## src/hw/rtl/khpg_pkg.sv

```systemverilog
// Package: shared types, constants and SipHash round functions for the peer group hasher.
`timescale 1ns / 1ps

package khpg_pkg;

  localparam int unsigned WORD_W        = 64;
  localparam int unsigned MSG_WORDS     = 4;
  localparam int unsigned MSG_BYTES     = 32;
  localparam int unsigned ABSORB_BLOCKS = MSG_WORDS + 1;
  localparam int unsigned ABSORB_STAGES = ABSORB_BLOCKS * 4;
  localparam int unsigned FINAL_STAGES  = 8;
  localparam int unsigned NUM_STAGES    = ABSORB_STAGES + FINAL_STAGES;
  localparam int unsigned GROUP_W       = 2;
  localparam int unsigned CFG_IDX_W     = 2;
  localparam int unsigned MSEL_W        = 3;

  localparam logic [CFG_IDX_W-1:0] REG_KEY_LOW  = CFG_IDX_W'(0);
  localparam logic [CFG_IDX_W-1:0] REG_KEY_HIGH = CFG_IDX_W'(1);

  localparam logic [WORD_W-1:0] IV0 = 64'h736f6d6570736575;
  localparam logic [WORD_W-1:0] IV1 = 64'h646f72616e646f6d;
  localparam logic [WORD_W-1:0] IV2 = 64'h6c7967656e657261;
  localparam logic [WORD_W-1:0] IV3 = 64'h7465646279746573;
  localparam logic [WORD_W-1:0] WIDE_TWEAK = 64'h00000000000000ee;
  localparam logic [WORD_W-1:0] LEN_WORD   = {8'(MSG_BYTES), 56'h0};
  localparam logic [MSEL_W-1:0] MSEL_LEN   = MSEL_W'(MSG_WORDS);

  typedef logic [3:0][WORD_W-1:0]           sip_state_t;
  typedef logic [MSG_WORDS-1:0][WORD_W-1:0] msg_t;

  typedef struct packed {
    logic [WORD_W-1:0] k0;
    logic [WORD_W-1:0] k1;
  } key_t;

  typedef struct packed {
    logic              pre;
    logic              post;
    logic              tweak;
    logic              half_b;
    logic [MSEL_W-1:0] msel;
  } stage_ctl_t;

  function automatic logic [WORD_W-1:0] rotl(input logic [WORD_W-1:0] x, input int unsigned r);
    return (x << r) | (x >> (WORD_W - r));
  endfunction

  function automatic sip_state_t half_a(input sip_state_t v);
    sip_state_t o;
    logic [WORD_W-1:0] s0;
    logic [WORD_W-1:0] s2;
    s0   = v[0] + v[1];
    s2   = v[2] + v[3];
    o[1] = rotl(v[1], 13) ^ s0;
    o[0] = rotl(s0, 32);
    o[3] = rotl(v[3], 16) ^ s2;
    o[2] = s2;
    return o;
  endfunction

  function automatic sip_state_t half_b(input sip_state_t v);
    sip_state_t o;
    logic [WORD_W-1:0] s0;
    logic [WORD_W-1:0] s2;
    s0   = v[0] + v[3];
    s2   = v[2] + v[1];
    o[3] = rotl(v[3], 21) ^ s0;
    o[0] = s0;
    o[1] = rotl(v[1], 17) ^ s2;
    o[2] = rotl(s2, 32);
    return o;
  endfunction

  function automatic sip_state_t init_state(input key_t k);
    sip_state_t v;
    v[0] = k.k0 ^ IV0;
    v[1] = k.k1 ^ IV1 ^ WIDE_TWEAK;
    v[2] = k.k0 ^ IV2;
    v[3] = k.k1 ^ IV3;
    return v;
  endfunction

  function automatic stage_ctl_t stage_ctl(input int unsigned s);
    stage_ctl_t c;
    logic [1:0] ph;
    logic       absorb;
    ph       = s[1:0];
    absorb   = (s < ABSORB_STAGES);
    c.half_b = s[0];
    c.pre    = absorb && (ph == 2'd0);
    c.post   = absorb && (ph == 2'd3);
    c.tweak  = (s == ABSORB_STAGES - 1);
    c.msel   = absorb ? MSEL_W'(s >> 2) : MSEL_LEN;
    return c;
  endfunction

endpackage

```

## src/hw/rtl/khpg_cfg.sv

```systemverilog
// Key register file written through the configuration channel.
`timescale 1ns / 1ps

module khpg_cfg (
  input  logic                           clk,
  input  logic                           rst_n,
  input  logic                           cfg_valid,
  output logic                           cfg_ready,
  input  logic [khpg_pkg::CFG_IDX_W-1:0] cfg_index,
  input  logic [khpg_pkg::WORD_W-1:0]    cfg_data,
  output khpg_pkg::key_t                 key
);

  khpg_pkg::key_t key_r;
  khpg_pkg::key_t key_nxt;

  assign cfg_ready = 1'b1;
  assign key       = key_r;

  always_comb begin
    key_nxt = key_r;
    if (cfg_valid) begin
      unique case (cfg_index)
        khpg_pkg::REG_KEY_LOW:  key_nxt.k0 = cfg_data;
        khpg_pkg::REG_KEY_HIGH: key_nxt.k1 = cfg_data;
        default:                key_nxt    = key_r;
      endcase
    end
  end

  always_ff @(posedge clk) begin
    if (!rst_n) begin
      key_r <= '0;
    end else begin
      key_r <= key_nxt;
    end
  end

endmodule

```

## config.mk

```make
export PLATFORM = sky130hd
export DESIGN_NAME = khpg_cfg
export DESIGN_NICKNAME = d
export VERILOG_FILES = /design/src/hw/rtl/khpg_pkg.sv /design/src/hw/rtl/khpg_cfg.sv
export SDC_FILE = /design/constraint.sdc
export NUM_CORES = 1
export LEC_CHECK = 0
export BUFFER_PORTS_ARGS = -buffer_cell sky130_fd_sc_hd__buf_2
export CAP_MARGIN = 20
export CORE_ASPECT_RATIO = 1.2
export CORE_UTILIZATION = 39
export DETAILED_ROUTE_END_ITERATION = 16
export PLACE_DENSITY = 0.67
export SYNTH_ARGS = -nofsm -noshare
export SYNTH_HDL_FRONTEND = slang
export SYNTH_SLANG_ARGS = --single-unit
```

## constraint.sdc

```tcl
create_clock -name clk -period 2.8 [get_ports clk]
set_clock_uncertainty 0.05 [all_clocks]
set_input_delay 0.7 -clock clk [delete_from_list [all_inputs] [get_ports clk]]
set_output_delay 0.7 -clock clk [all_outputs]
set_load 0.05 [all_outputs]
```

# ---- Yosys cells after proc, flatten, opt, wreduce, memory -nomap -nowiden
# Index checks and enable logic that the tools add are counted.
dict set report word_totals {
  reg_bits 128
  in_bits 69
  out_inout_bits 129
  wordCells 6
}
dict set report classes {
  eq_ne 1
  n_reduce_logical 3
}
# op n
set ops {}
lappend ops {{$reduce_and A2 Y1} 2}
lappend ops {{$eq A2 B1 Y1 const B} 1}
lappend ops {{$logic_not A2 Y1} 1}

# ---- Longest topological paths before layout
dict set report logic_depth {
  word_depth 2
  ltp_mapped 4
}

# ---- Worst setup path after synthesis
# Ideal clock, no wire load.
dict set report synth_path {
  path_kind {input to register}
  from {input port cfg_index[1] (netlist name)}
  to {register key_r, in the netlist key[64]}
  setup_time_ns 0.072
  arrival_ns 1.396
  path_slack_ns 1.282
  cell_stages 4
  n_path_buf 2
  cell_sequence {nor3b_2 buf_6 buf_12 mux2i_1}
}
dict set report synth_between {
  elab_chain_cells 2
}
# item line_no
set synth_lines {}
lappend synth_lines {{from (decl)} khpg_cfg.sv:9} ;# input logic [khpg_pkg::CFG_IDX_W-1:0] cfg_index,
lappend synth_lines {{$logic_not A2 Y1} khpg_cfg.sv:23} ;# unique case (cfg_index)
lappend synth_lines {{$reduce_and A2 Y1 (no source line)} -}
lappend synth_lines {{to (signal assigned)} khpg_cfg.sv:35} ;# key_r <= key_nxt;
lappend synth_lines {{to (decl)} khpg_cfg.sv:14} ;# khpg_pkg::key_t key_r;
# Every way passes these cells.
# A chain may end at the register's enable or synchronous reset.

# ---- Worst setup path in the final report
dict set report layout_path {
  from {register key_r, in the netlist key[88]}
  to {output port key[88] (netlist name)}
}
# item line_no
set layout_lines {}
lappend layout_lines {{to (decl)} khpg_cfg.sv:11} ;# output khpg_pkg::key_t key
# No word-level cell between the ends.

==> results.json <==
{
  "syn_nets": 556,
  "clk_latency_ns": 0.40,
  "rsz0062_at_grt": "no",
  "syn_avg_cell_area_um2": 10.08,
  "maxCapViolations": 0,
  "synthArstFlopShare_pct": 0,
  "outcome": "finished, final reports clean",
  "grt-busiest-layer": "met2",
  "gr-usage-met2_pct": 27.93,
  "slowest_delay_ns": 0.35,
  "synth_commonest_cells": "192 x nand2_1, 128 x dfxtp_1, 128 x mux2i_1",
  "dp_cells": 813,
  "grt_pass1_vias": 3713,
  "clk_pin_slew_ns": 0.05,
  "layout-drive-gt1-share_pct": 33.87,
  "area_growth_pct": 30.71,
  "hpwl_mm": 7.418,
  "via_per_inst": 4.601,
  "wl_per_cell_um": 13.13,
  "dp_slack_ns": 0.9035,
  "cts_resized": 0,
  "ys.flop_type": "dfxtp_1",
  "rrSetupSlack_ns": 2.10,
  "rows": 44,
  "grt_util_all_layers_pct": 17.16,
  "first_iter_violations": 193,
  "cts_setup_buffers": 0,
  "tns_ns": 0,
  "fmax_mhz": 563.8,
  "yosys.area.top_type_share_pct": 52.19,
  "largest_reg_flops": 128,
  "peakVddDrop_mv": 0.3935,
  "fill_cells": 1138,
  "gp_congestion": 0.7511,
  "p_sw_uw": 1191,
  "io_pins": 198,
  "die_h_um": 124.9,
  "yosysMostFrequentCell": "nand2_1",
  "hp-class": "reg -> reg",
  "grt_antenna_before_repair": 1,
  "core-area_mm2": 0.01217,
  "grt_max_degree": 106,
  "crit_path_end_kind": "primary output",
  "min_period_ns": 1.774,
  "internal-power_uw": 3354,
  "syn_inst": 487,
  "cts_tree": "yes",
  "cpLargestDelayFamily": "flip-flops",
  "gr-usage-met3_pct": 5.076,
  "comb_power_share_pct": 11.9,
  "dieArea_mm2": 0.01304,
  "die-width_um": 104.4,
  "yosysWarnings": 0,
  "p_leak_uw": 0.003317,
  "ff2ff_path_depth": 2,
  "final_max_slew_viol_count": 0,
  "hold_buffers": 0,
  "finalHoldViolCount": 0,
  "p_per_area_mw_per_mm2": 708.1,
  "cts_sinks": 128,
  "required_ns": 2.05,
  "cp.depth": 1,
  "dr_total_vias": 3883,
  "cpMaxStageDelayCell": "dfxtp_1",
  "cp-startpoint": "key[88]",
  "synth-seq-cells": 128,
  "cp-endpoint": "key[88]",
  "ys_types": 11,
  "syn-cell-area_mm2": 0.004910,
  "synth_edf_count": 0,
  "clockRootBuffer": "clkbuf_16",
  "path_buf_inv": 1,
  "grt_overflow": 0,
  "htreeDepth": 4,
  "final.period_utilization_pct": 63.35,
  "clkPwrFrac_pct": 45.9,
  "path_cells": "buf_2",
  "synth_top_area_cell": "dfxtp_1",
  "use_met1_pct": 20.61,
  "worstSetupPathType": "reg -> out",
  "io_buffers": 196,
  "sequentialPowerShare_pct": 42.2,
  "cp_max_fo": 2,
  "timing.final.ws_setup_ns": 1.026,
  "synthTopCellsByArea": "dfxtp_1 52%, mux2i_1 26%, nand2_1 15%",
  "arrival_ns": 1.02,
  "grt_pass1_wl_mm": 17.93,
  "ant_nets": 0,
  "ys_seq_area_share_pct": 52.19,
  "dr.pass1.iters": 4,
  "remaining_drc_errors": 0,
  "cp-start-kind": "flop",
  "switching_share_pct": 26.20,
  "start_util_pct": 40.35,
  "numCtsBuffers": 17,
  "nets": 740,
  "timing.rr.start": "key[27]",
  "cts_buffer_depth": 2,
  "finalSetupViolCount": 0,
  "layoutNonFillerInstCount": 844,
  "r2r_end": "key[27]",
  "wirelength_mm": 11.08
}
==> area by class of cell <==
class / count / area, µm² / share of cell area [%]
Clock buffer: 19 / 442.9 / 6.902
Clock inverter: 11 / 117.6 / 1.833
Tap cell: 161 / 201.4 / 3.139
Antenna cell: 1 / 2.502 / 0.03899
Multi-Input combinational cell: 323 / 2032 / 31.66
Timing Repair Buffer: 201 / 1059 / 16.49
Sequential cell: 128 / 2562 / 39.93
==> stage by stage <==
| stage | util [%] | total power, µW | instance area (µm²) | hold slack [ns] |
|---|---|---|---|---|
| final | 52.75 | 4544 | 6417 | 0.4042 |
| after global routing | 52.73 | 4718 | 6415 | 0.4202 |
| after CTS | 52.73 | 4595 | 6415 | 0.4054 |
| after detailed placement | 48.12 | 2502 | 5854 | 0.3952 |
| after global placement | 48.12 | 2492 | 5854 | 0.3890 |
| after floorplan | - | 2372 | 4910 | 0.6198 |
==> worst min-delay path by stage <==
stage	depth (start not counted)	to	from
2_1_floorplan	2	key[100]	key[100]
3_3_place_gp	2	key[103]	key[103]
3_5_place_dp	2	key[126]	key[126]
4_1_cts	2	key[124]	key[124]
5_1_grt	2	key[85]	key[85]
6_report	2	key[62]	key[62]
==> kinds of logic (layout without fill, tap and decap cells) <==
logic type	after synthesis	count (layout)	synth area share (%)
simple gates	194	194	15.09
buf+inv	36	231	6.550
mux	128	128	26.10
other cells	1	2	0.07638
flops	128	128	52.19
==> tightest hold or removal path: cells and delay by family (launching register included) <==
kind	cells	cell delay (ns)
muxes	1	0.05
DFF	1	0.30
and+or+nand+nor	1	0.05
==> cells in the final DEF (no fill, tap or decap), drive strengths merged <==
cell type / n
nand3b: 1
diode: 1
nand2: 192
dfxtp: 128
clkbuf: 19
clkinv: 4
clkinvlp: 5
mux2i: 128
nor3b: 1
conb: 1
buf: 201
bufinv: 2
==> power groups by stage <==
| stage | Clock, µW | Sequential [µW] | Combinational [µW] |
|---|---|---|---|
| 2_1_floorplan | 0 | 2180 | 193 |
| 3_3_place_gp | 0 | 1960 | 536 |
| 3_5_place_dp | 0 | 1960 | 544 |
| 4_1_cts | 2130 | 1920 | 545 |
| 5_1_grt | 2220 | 1930 | 574 |
| 6_report | 2080 | 1920 | 541 |
==> routing by layer <==
metal	wire length, µm	share of wire, %
met1	4826	44
met2	5310	48
met3	702	6.3
met4	242	2.2
met5	0	0
Power figures use the tool's default switching activity.
