<file path="src/hw/rtl/khpg_pkg.sv">
// Package: shared types, constants and SipHash round functions for the peer group hasher.
`timescale 1ns / 1ps

package khpg_pkg;

  localparam int unsigned WORD_W        = 64;
  localparam int unsigned MSG_WORDS     = 4;
  localparam int unsigned MSG_BYTES     = 32;
  localparam int unsigned ABSORB_BLOCKS = MSG_WORDS + 1;
  localparam int unsigned ABSORB_STAGES = ABSORB_BLOCKS * 4;
  localparam int unsigned FINAL_STAGES  = 8;
  localparam int unsigned NUM_STAGES    = ABSORB_STAGES + FINAL_STAGES;
  localparam int unsigned GROUP_W       = 2;
  localparam int unsigned CFG_IDX_W     = 2;
  localparam int unsigned MSEL_W        = 3;

  localparam logic [CFG_IDX_W-1:0] REG_KEY_LOW  = CFG_IDX_W'(0);
  localparam logic [CFG_IDX_W-1:0] REG_KEY_HIGH = CFG_IDX_W'(1);

  localparam logic [WORD_W-1:0] IV0 = 64'h736f6d6570736575;
  localparam logic [WORD_W-1:0] IV1 = 64'h646f72616e646f6d;
  localparam logic [WORD_W-1:0] IV2 = 64'h6c7967656e657261;
  localparam logic [WORD_W-1:0] IV3 = 64'h7465646279746573;
  localparam logic [WORD_W-1:0] WIDE_TWEAK = 64'h00000000000000ee;
  localparam logic [WORD_W-1:0] LEN_WORD   = {8'(MSG_BYTES), 56'h0};
  localparam logic [MSEL_W-1:0] MSEL_LEN   = MSEL_W'(MSG_WORDS);

  typedef logic [3:0][WORD_W-1:0]           sip_state_t;
  typedef logic [MSG_WORDS-1:0][WORD_W-1:0] msg_t;

  typedef struct packed {
    logic [WORD_W-1:0] k0;
    logic [WORD_W-1:0] k1;
  } key_t;

  typedef struct packed {
    logic              pre;
    logic              post;
    logic              tweak;
    logic              half_b;
    logic [MSEL_W-1:0] msel;
  } stage_ctl_t;

  function automatic logic [WORD_W-1:0] rotl(input logic [WORD_W-1:0] x, input int unsigned r);
    return (x << r) | (x >> (WORD_W - r));
  endfunction

  function automatic sip_state_t half_a(input sip_state_t v);
    sip_state_t o;
    logic [WORD_W-1:0] s0;
    logic [WORD_W-1:0] s2;
    s0   = v[0] + v[1];
    s2   = v[2] + v[3];
    o[1] = rotl(v[1], 13) ^ s0;
    o[0] = rotl(s0, 32);
    o[3] = rotl(v[3], 16) ^ s2;
    o[2] = s2;
    return o;
  endfunction

  function automatic sip_state_t half_b(input sip_state_t v);
    sip_state_t o;
    logic [WORD_W-1:0] s0;
    logic [WORD_W-1:0] s2;
    s0   = v[0] + v[3];
    s2   = v[2] + v[1];
    o[3] = rotl(v[3], 21) ^ s0;
    o[0] = s0;
    o[1] = rotl(v[1], 17) ^ s2;
    o[2] = rotl(s2, 32);
    return o;
  endfunction

  function automatic sip_state_t init_state(input key_t k);
    sip_state_t v;
    v[0] = k.k0 ^ IV0;
    v[1] = k.k1 ^ IV1 ^ WIDE_TWEAK;
    v[2] = k.k0 ^ IV2;
    v[3] = k.k1 ^ IV3;
    return v;
  endfunction

  function automatic stage_ctl_t stage_ctl(input int unsigned s);
    stage_ctl_t c;
    logic [1:0] ph;
    logic       absorb;
    ph       = s[1:0];
    absorb   = (s < ABSORB_STAGES);
    c.half_b = s[0];
    c.pre    = absorb && (ph == 2'd0);
    c.post   = absorb && (ph == 2'd3);
    c.tweak  = (s == ABSORB_STAGES - 1);
    c.msel   = absorb ? MSEL_W'(s >> 2) : MSEL_LEN;
    return c;
  endfunction

endpackage

</file>
<file path="src/hw/rtl/khpg_stage.sv">
// One pipeline stage: a SipRound half with optional message and tweak injection.
`timescale 1ns / 1ps

module khpg_stage (
  input  logic                 clk,
  input  logic                 rst_n,
  input  khpg_pkg::stage_ctl_t ctl,
  input  logic                 in_valid,
  output logic                 in_ready,
  input  khpg_pkg::sip_state_t in_v,
  input  khpg_pkg::msg_t       in_msg,
  output logic                 out_valid,
  input  logic                 out_ready,
  output khpg_pkg::sip_state_t out_v,
  output khpg_pkg::msg_t       out_msg
);

  logic                 valid_r;
  logic                 valid_nxt;
  khpg_pkg::sip_state_t v_r;
  khpg_pkg::sip_state_t v_nxt;
  khpg_pkg::msg_t       msg_r;
  logic [khpg_pkg::WORD_W-1:0] m;
  khpg_pkg::sip_state_t x;

  assign in_ready  = !valid_r || out_ready;
  assign out_valid = valid_r;
  assign out_v     = v_r;
  assign out_msg   = msg_r;
  assign valid_nxt = in_ready ? in_valid : valid_r;

  always_comb begin
    m = (ctl.msel == khpg_pkg::MSEL_LEN) ? khpg_pkg::LEN_WORD : in_msg[ctl.msel[1:0]];
    x = in_v;
    if (ctl.pre) begin
      x[3] = x[3] ^ m;
    end
    v_nxt = ctl.half_b ? khpg_pkg::half_b(x) : khpg_pkg::half_a(x);
    if (ctl.post) begin
      v_nxt[0] = v_nxt[0] ^ m;
    end
    if (ctl.tweak) begin
      v_nxt[2] = v_nxt[2] ^ khpg_pkg::WIDE_TWEAK;
    end
  end

  always_ff @(posedge clk) begin
    if (!rst_n) begin
      valid_r <= 1'b0;
    end else begin
      valid_r <= valid_nxt;
    end
  end

  always_ff @(posedge clk) begin
    if (in_ready && in_valid) begin
      v_r   <= v_nxt;
      msg_r <= in_msg;
    end
  end

endmodule

</file>
<file path="config.mk">
export PLATFORM = sky130hd
export DESIGN_NAME = khpg_stage
export DESIGN_NICKNAME = d
export VERILOG_FILES = /design/src/hw/rtl/khpg_pkg.sv /design/src/hw/rtl/khpg_stage.sv
export SDC_FILE = /design/constraint.sdc
export NUM_CORES = 1
export LEC_CHECK = 0
export BUFFER_PORTS_ARGS = -buffer_cell sky130_fd_sc_hd__buf_2
export CAP_MARGIN = 10
export CORE_AREA = 10 10 397 399
export DETAILED_ROUTE_END_ITERATION = 7
export DIE_AREA = 0 0 407 409
export PLACE_DENSITY = 0.46
export SYNTH_ARGS = -nofsm -noshare
export SYNTH_HDL_FRONTEND = slang
export SYNTH_SLANG_ARGS = --single-unit
</file>
<file path="constraint.sdc">
create_clock -name clk -period 30.8 [get_ports clk]
set_clock_uncertainty 0.05 [all_clocks]
set_input_delay 1.54 -clock clk [delete_from_list [all_inputs] [get_ports clk]]
set_output_delay 1.54 -clock clk [all_outputs]
set_load 0.01 [all_outputs]
</file>
# Yosys cells after proc, flatten, opt, wreduce, memory -nomap -nowiden
# Index checks and enable logic that the tools add are counted.
# word_totals
input_bits,523
regBits,513
word_cells,38
# classes
n_reduce_logical,3
bitwise_logic,13
mux,7
eq_ne,1
magnitude_cmp,1
addsub,4
# ops
cell,count
bitwise XOR 64 bit,6
adder 64 bit,4
two-way mux 256 bit,1
two-way mux 64 bit,4
binary-select mux 64 bit (select 2 bit),1
bitwise OR 64 x 32 -> 64 bit,2
bitwise OR 64 x 13 -> 64 bit,1
bitwise OR 64 x 16 -> 64 bit,1
bitwise OR 64 x 17 -> 64 bit,1
bitwise OR 64 x 21 -> 64 bit,1
two-way mux 8 bit,1
NOT 6 bit,1
== test 3 bit (second input constant),1
< comparator 2 x 3 -> 1 bit (second input constant),1
logical AND 1 bit,1
logical NOT 1 bit,1
logical OR 1 bit,1

# Logic depth before layout (Yosys ltp)
# logic_depth
depth_word,10
mapped_depth,20
ltp_nobuf,16

# Worst setup path after synthesis
# No wires, ideal clock.
# synth_path
path_type,in2reg
start,input port out_ready
end,"register msg_r, in the netlist out_msg[0], enable pin"
required_ps,29804
arrival_ps,13334
n_path_buf,0
slack_ps,16470
setup_ps,946
cell_stages,2
cell_sequence,nand2b_1 and2_1
# synth_via
elab_chain_cells,2
# synth_rtl
element,line_no,source
start: declaration,khpg_stage.sv:13,"input logic out_ready,"
logical OR 1 bit,khpg_stage.sv:26,assign in_ready = !valid_r || out_ready;
logical AND 1 bit,khpg_stage.sv:56,if (in_ready && in_valid) begin
end signal: assignment,khpg_stage.sv:58,msg_r <= in_msg;
end: declaration,khpg_stage.sv:22,khpg_pkg::msg_t msg_r;
# Every way passes these cells.
# A chain may end at the register's enable or synchronous reset.

==> key figures <==
Power and ir drop
  • Leakage Power: 21.03 nW
  • Cell internal pwr: 1.817 mW
  • Sw frac: 0.4581
  • Sequential power share: 0.289
  • NetSw: 1.535 mW
  • Worst VDD drop: 0.03902 mV
  • Clock power frac: 0.243
  • Logic gate share of total power: 0.468
  • Cell area power density: 67.08 nW/µm²

Finish
  • P&R area growth vs syn: 24.54%
  • Fill cells: 15700
  • Leading cell types in the layout, fill and taps excluded: buf_2 (1034), edfxtp_1 (512), nand2_1 (442)
  • Final #Nets: 5808
  • Commonest non-fill, non-tap cell in the layout: buf_2
  • Final non-filler cell total: 7105
  • Layout cells sized above 1: 0.2657
  • Final Cell Area: 49970 µm²

Synthesis
  • Number of synthesized flops with an enable pin: 512
  • Synth unique cells: 100
  • Synth top area share: 0.3832
  • Syn_area_per_cell: 9.961 µm²
  • Cell count after synthesis: 4028
  • Area leader, netlist: edfxtp_1
  • Sequential share of the synthesized area: 0.3837
  • Mapped Nets: 4815
  • Yosys warning count: 0
  • Yosys reg bits: 513
  • Syn Std Cell Area: 40120 µm²
  • Top post-synthesis cells by area: edfxtp_1 (38%), ha_1 (8.1%), xnor2_1 (7.7%)
  • Synth Flop Type: edfxtp_1
  • Async set-or-reset flop fraction in the synthesized netlist: 0

Setup path
  • Max FO, Critical Path: 35
  • Critical Path AT: 8190 ps
  • Startpoint Class: input pin
  • Most used cell, CP: nand2_1
  • Crit-path cells: buf_4 > buf_4 > mux4_2 > nand2_1 > xor2_1 > inv_1 > ha_1 > nand4_1 > nor3_1 > nand2_1 > o31ai_1 > nand2_1 > a211oi_1 > xnor2_1
  • Critical path buffers and inverters: 3
  • CP peak stage delay: 840 ps
  • Slowest CP cell: o31ai_1
  • Required time of the worst setup path: 31170 ps
  • CP Class: in2reg
  • CP Capture Type: register
  • Critical path's top delay family: compound AO/OA/AOI/OAI gates

Place
  • Inst Count DP: 6966
  • Post-DP HPWL: 258.7 mm
  • IO Port Bufs: 1036
  • Routability Congestion: 1.012
  • Post-DP Area: 47720 µm²

Outcome
  • Status: complete, no violations

STA
  • Worst-margin pin slew: 1387 ps
  • Slew HR: 0.07228
  • Setup TNS after final layout: 0 ps
  • Final setup fails: 0
  • Fmax: 0.1278 GHz
  • RSZ-0062 raised after global routing: no
  • Final Hold Viols: 0
  • Period utilisation layout: 0.2541
  • Final Max Slew Viols: 0
  • Crit path time final: 7827 ps

Routing
  • WL/cell: 41.91 µm
  • Vias per std cell: 5.666
  • DR iter-0 viols: 4747
  • Residual DRC: 0
  • Post-route ant nets: 0
  • Final WL: 297.8 mm
  • Vias: 40250
  • Total iterations of the first detailed-routing run: 6

Clock tree
  • Clock Tree Buf Depth: 3
  • Clk root buf: clkbuf_16
  • Post-CTS Hold Fix Bufs: 0
  • Clock Pin Slew Worst Setup and Hold Paths: 60 ps
  • H-Tree Depth: 3
  • Clock Sinks: 513
  • Setup bufs post-CTS: 0
  • Cts repair resizes: 0
  • TritonCTS Buffers: 68
  • CTS tree: done
  • Clock latency at the later pin of the worst-skew pair: 710 ps

Global routing
  • Total track usage: 0.3409
  • GR Overflow Total: 0
  • Vias in the first global route: 38440
  • Initial antenna violation count: 86
  • First-pass GRT wire length: 379.1 mm
  • Pin count of the biggest net entering global routing: 162

Floorplanning
  • Die W: 407 µm
  • Die height: 409 µm
  • Std cell rows: 142
  • CORE AREA: 149400 µm²
  • I/O pins: 1037
  • DIE AREA: 166500 µm²
  • Initial core utilization: 0.2685

Worst hold path
  • Worst hold path class: reg2reg

Run
  • Max Cap Viol: 0
-- per-stage QoR --
stage               hold slack, ps  total power, mW  setup WS, ps  utilization
CTS                          496.3            3.325         22950       0.3340
finish                       489.2            3.352         22970       0.3344
global route                 541.7            3.431         22640       0.3342
floorplan                    559.6            1.709         16470            -
detailed placement           486.3            2.497         22220       0.3194
global placement             468.8            2.512         22140       0.3194
-- power by group through the flow --
stage / Sequential [mW] / Combinational, mW / Clock (mW)
2_1_floorplan: 1.00 / 0.708 / 0
3_3_place_gp: 0.979 / 1.53 / 0
3_5_place_dp: 0.978 / 1.52 / 0
4_1_cts: 0.965 / 1.53 / 0.833
5_1_grt: 0.972 / 1.60 / 0.854
6_report: 0.970 / 1.57 / 0.815
-- logic make-up after synthesis --
kind of cell               share of synthesized area
buffers and inverters                        0.02903
muxes                                        0.06807
AOI/OAI and AO/OA                             0.1673
xor gates and xnor gates                      0.1435
and+or+nand+nor                               0.1253
adders and majority gates                    0.08307
DFF                                           0.3837
-- registers in the layout, summed over array words and instances, names as in the netlist --
signal,count
out_v,256
out_msg,256
out_valid,1
-- Yosys cell counts (7+ instances only) --
master,number
inv_1,131
a211oi_1,26
o21ai_0,201
nand3_1,70
xor2_1,245
or2_2,9
a31oi_1,32
o21bai_1,51
and3_1,31
o22ai_1,9
nor3_1,62
nand2b_1,28
xnor2_1,351
nand4_1,81
buf_1,20
and4_1,9
nand2_1,442
ha_1,260
nor2_1,237
or4_1,8
nor4_1,14
buf_2,16
and2_1,24
nand3b_1,7
a41oi_1,8
mux4_2,64
xnor3_1,20
clkbuf_1,135
or3_1,18
a21boi_0,18
o211ai_1,19
o21a_1,34
a221oi_1,12
mux2i_1,94
a21o_1,138
o21ai_1,8
a21oi_1,363
edfxtp_1,512
mux2_2,31
nor2b_1,29
a211o_1,7
o31a_1,10
o31ai_1,21
a2111oi_0,7
-- metal layers --
| layer | part of all wire | vias to the layer above | global-route usage | wire (µm) |
|---|---|---|---|---|
| met2 | 0.44 | 2314 | 0.5176 | 129600 |
| li1 | - | 16960 | - | - |
| met5 | 0.0012 | - | 0 | 347 |
| met1 | 0.42 | 20420 | 0.4509 | 126000 |
| met3 | 0.094 | 507 | 0.09365 | 27880 |
| met4 | 0.047 | 58 | 0.1456 | 13950 |
-- worst register-to-register path, cell delays in order (launching register included) --
cell and delay, ps:
dfxtp_1 310, nand2b_1 90, and2_4 540, buf_4 740
buf_12 630, buf_12 860
-- path summary, 6_finish.rpt --
path              depth (start not counted)  slack [ps]       from        end
setup / recovery                         14       22970     ctl[0]  out_v[54]
hold reg to reg                           2         490  out_valid  out_valid
hold / removal                            2         490  out_valid  out_valid
setup reg to reg                          5       26720  out_valid   out_v[5]
-- cell type report --
type	count	area (µm²)	area share
Antenna cell	20	50.05	0.001002
Sequential cell	513	15390	0.3081
Inverter	132	500.5	0.01002
Clock inverter	40	437.9	0.008764
Clock buffer	78	1749	0.03501
Multi-Input combinational cell	3211	23630	0.4730
Timing Repair Buffer	1095	5680	0.1137
Tap cell	2016	2522	0.05048
No activity file was read; power rests on OpenSTA's default activity.
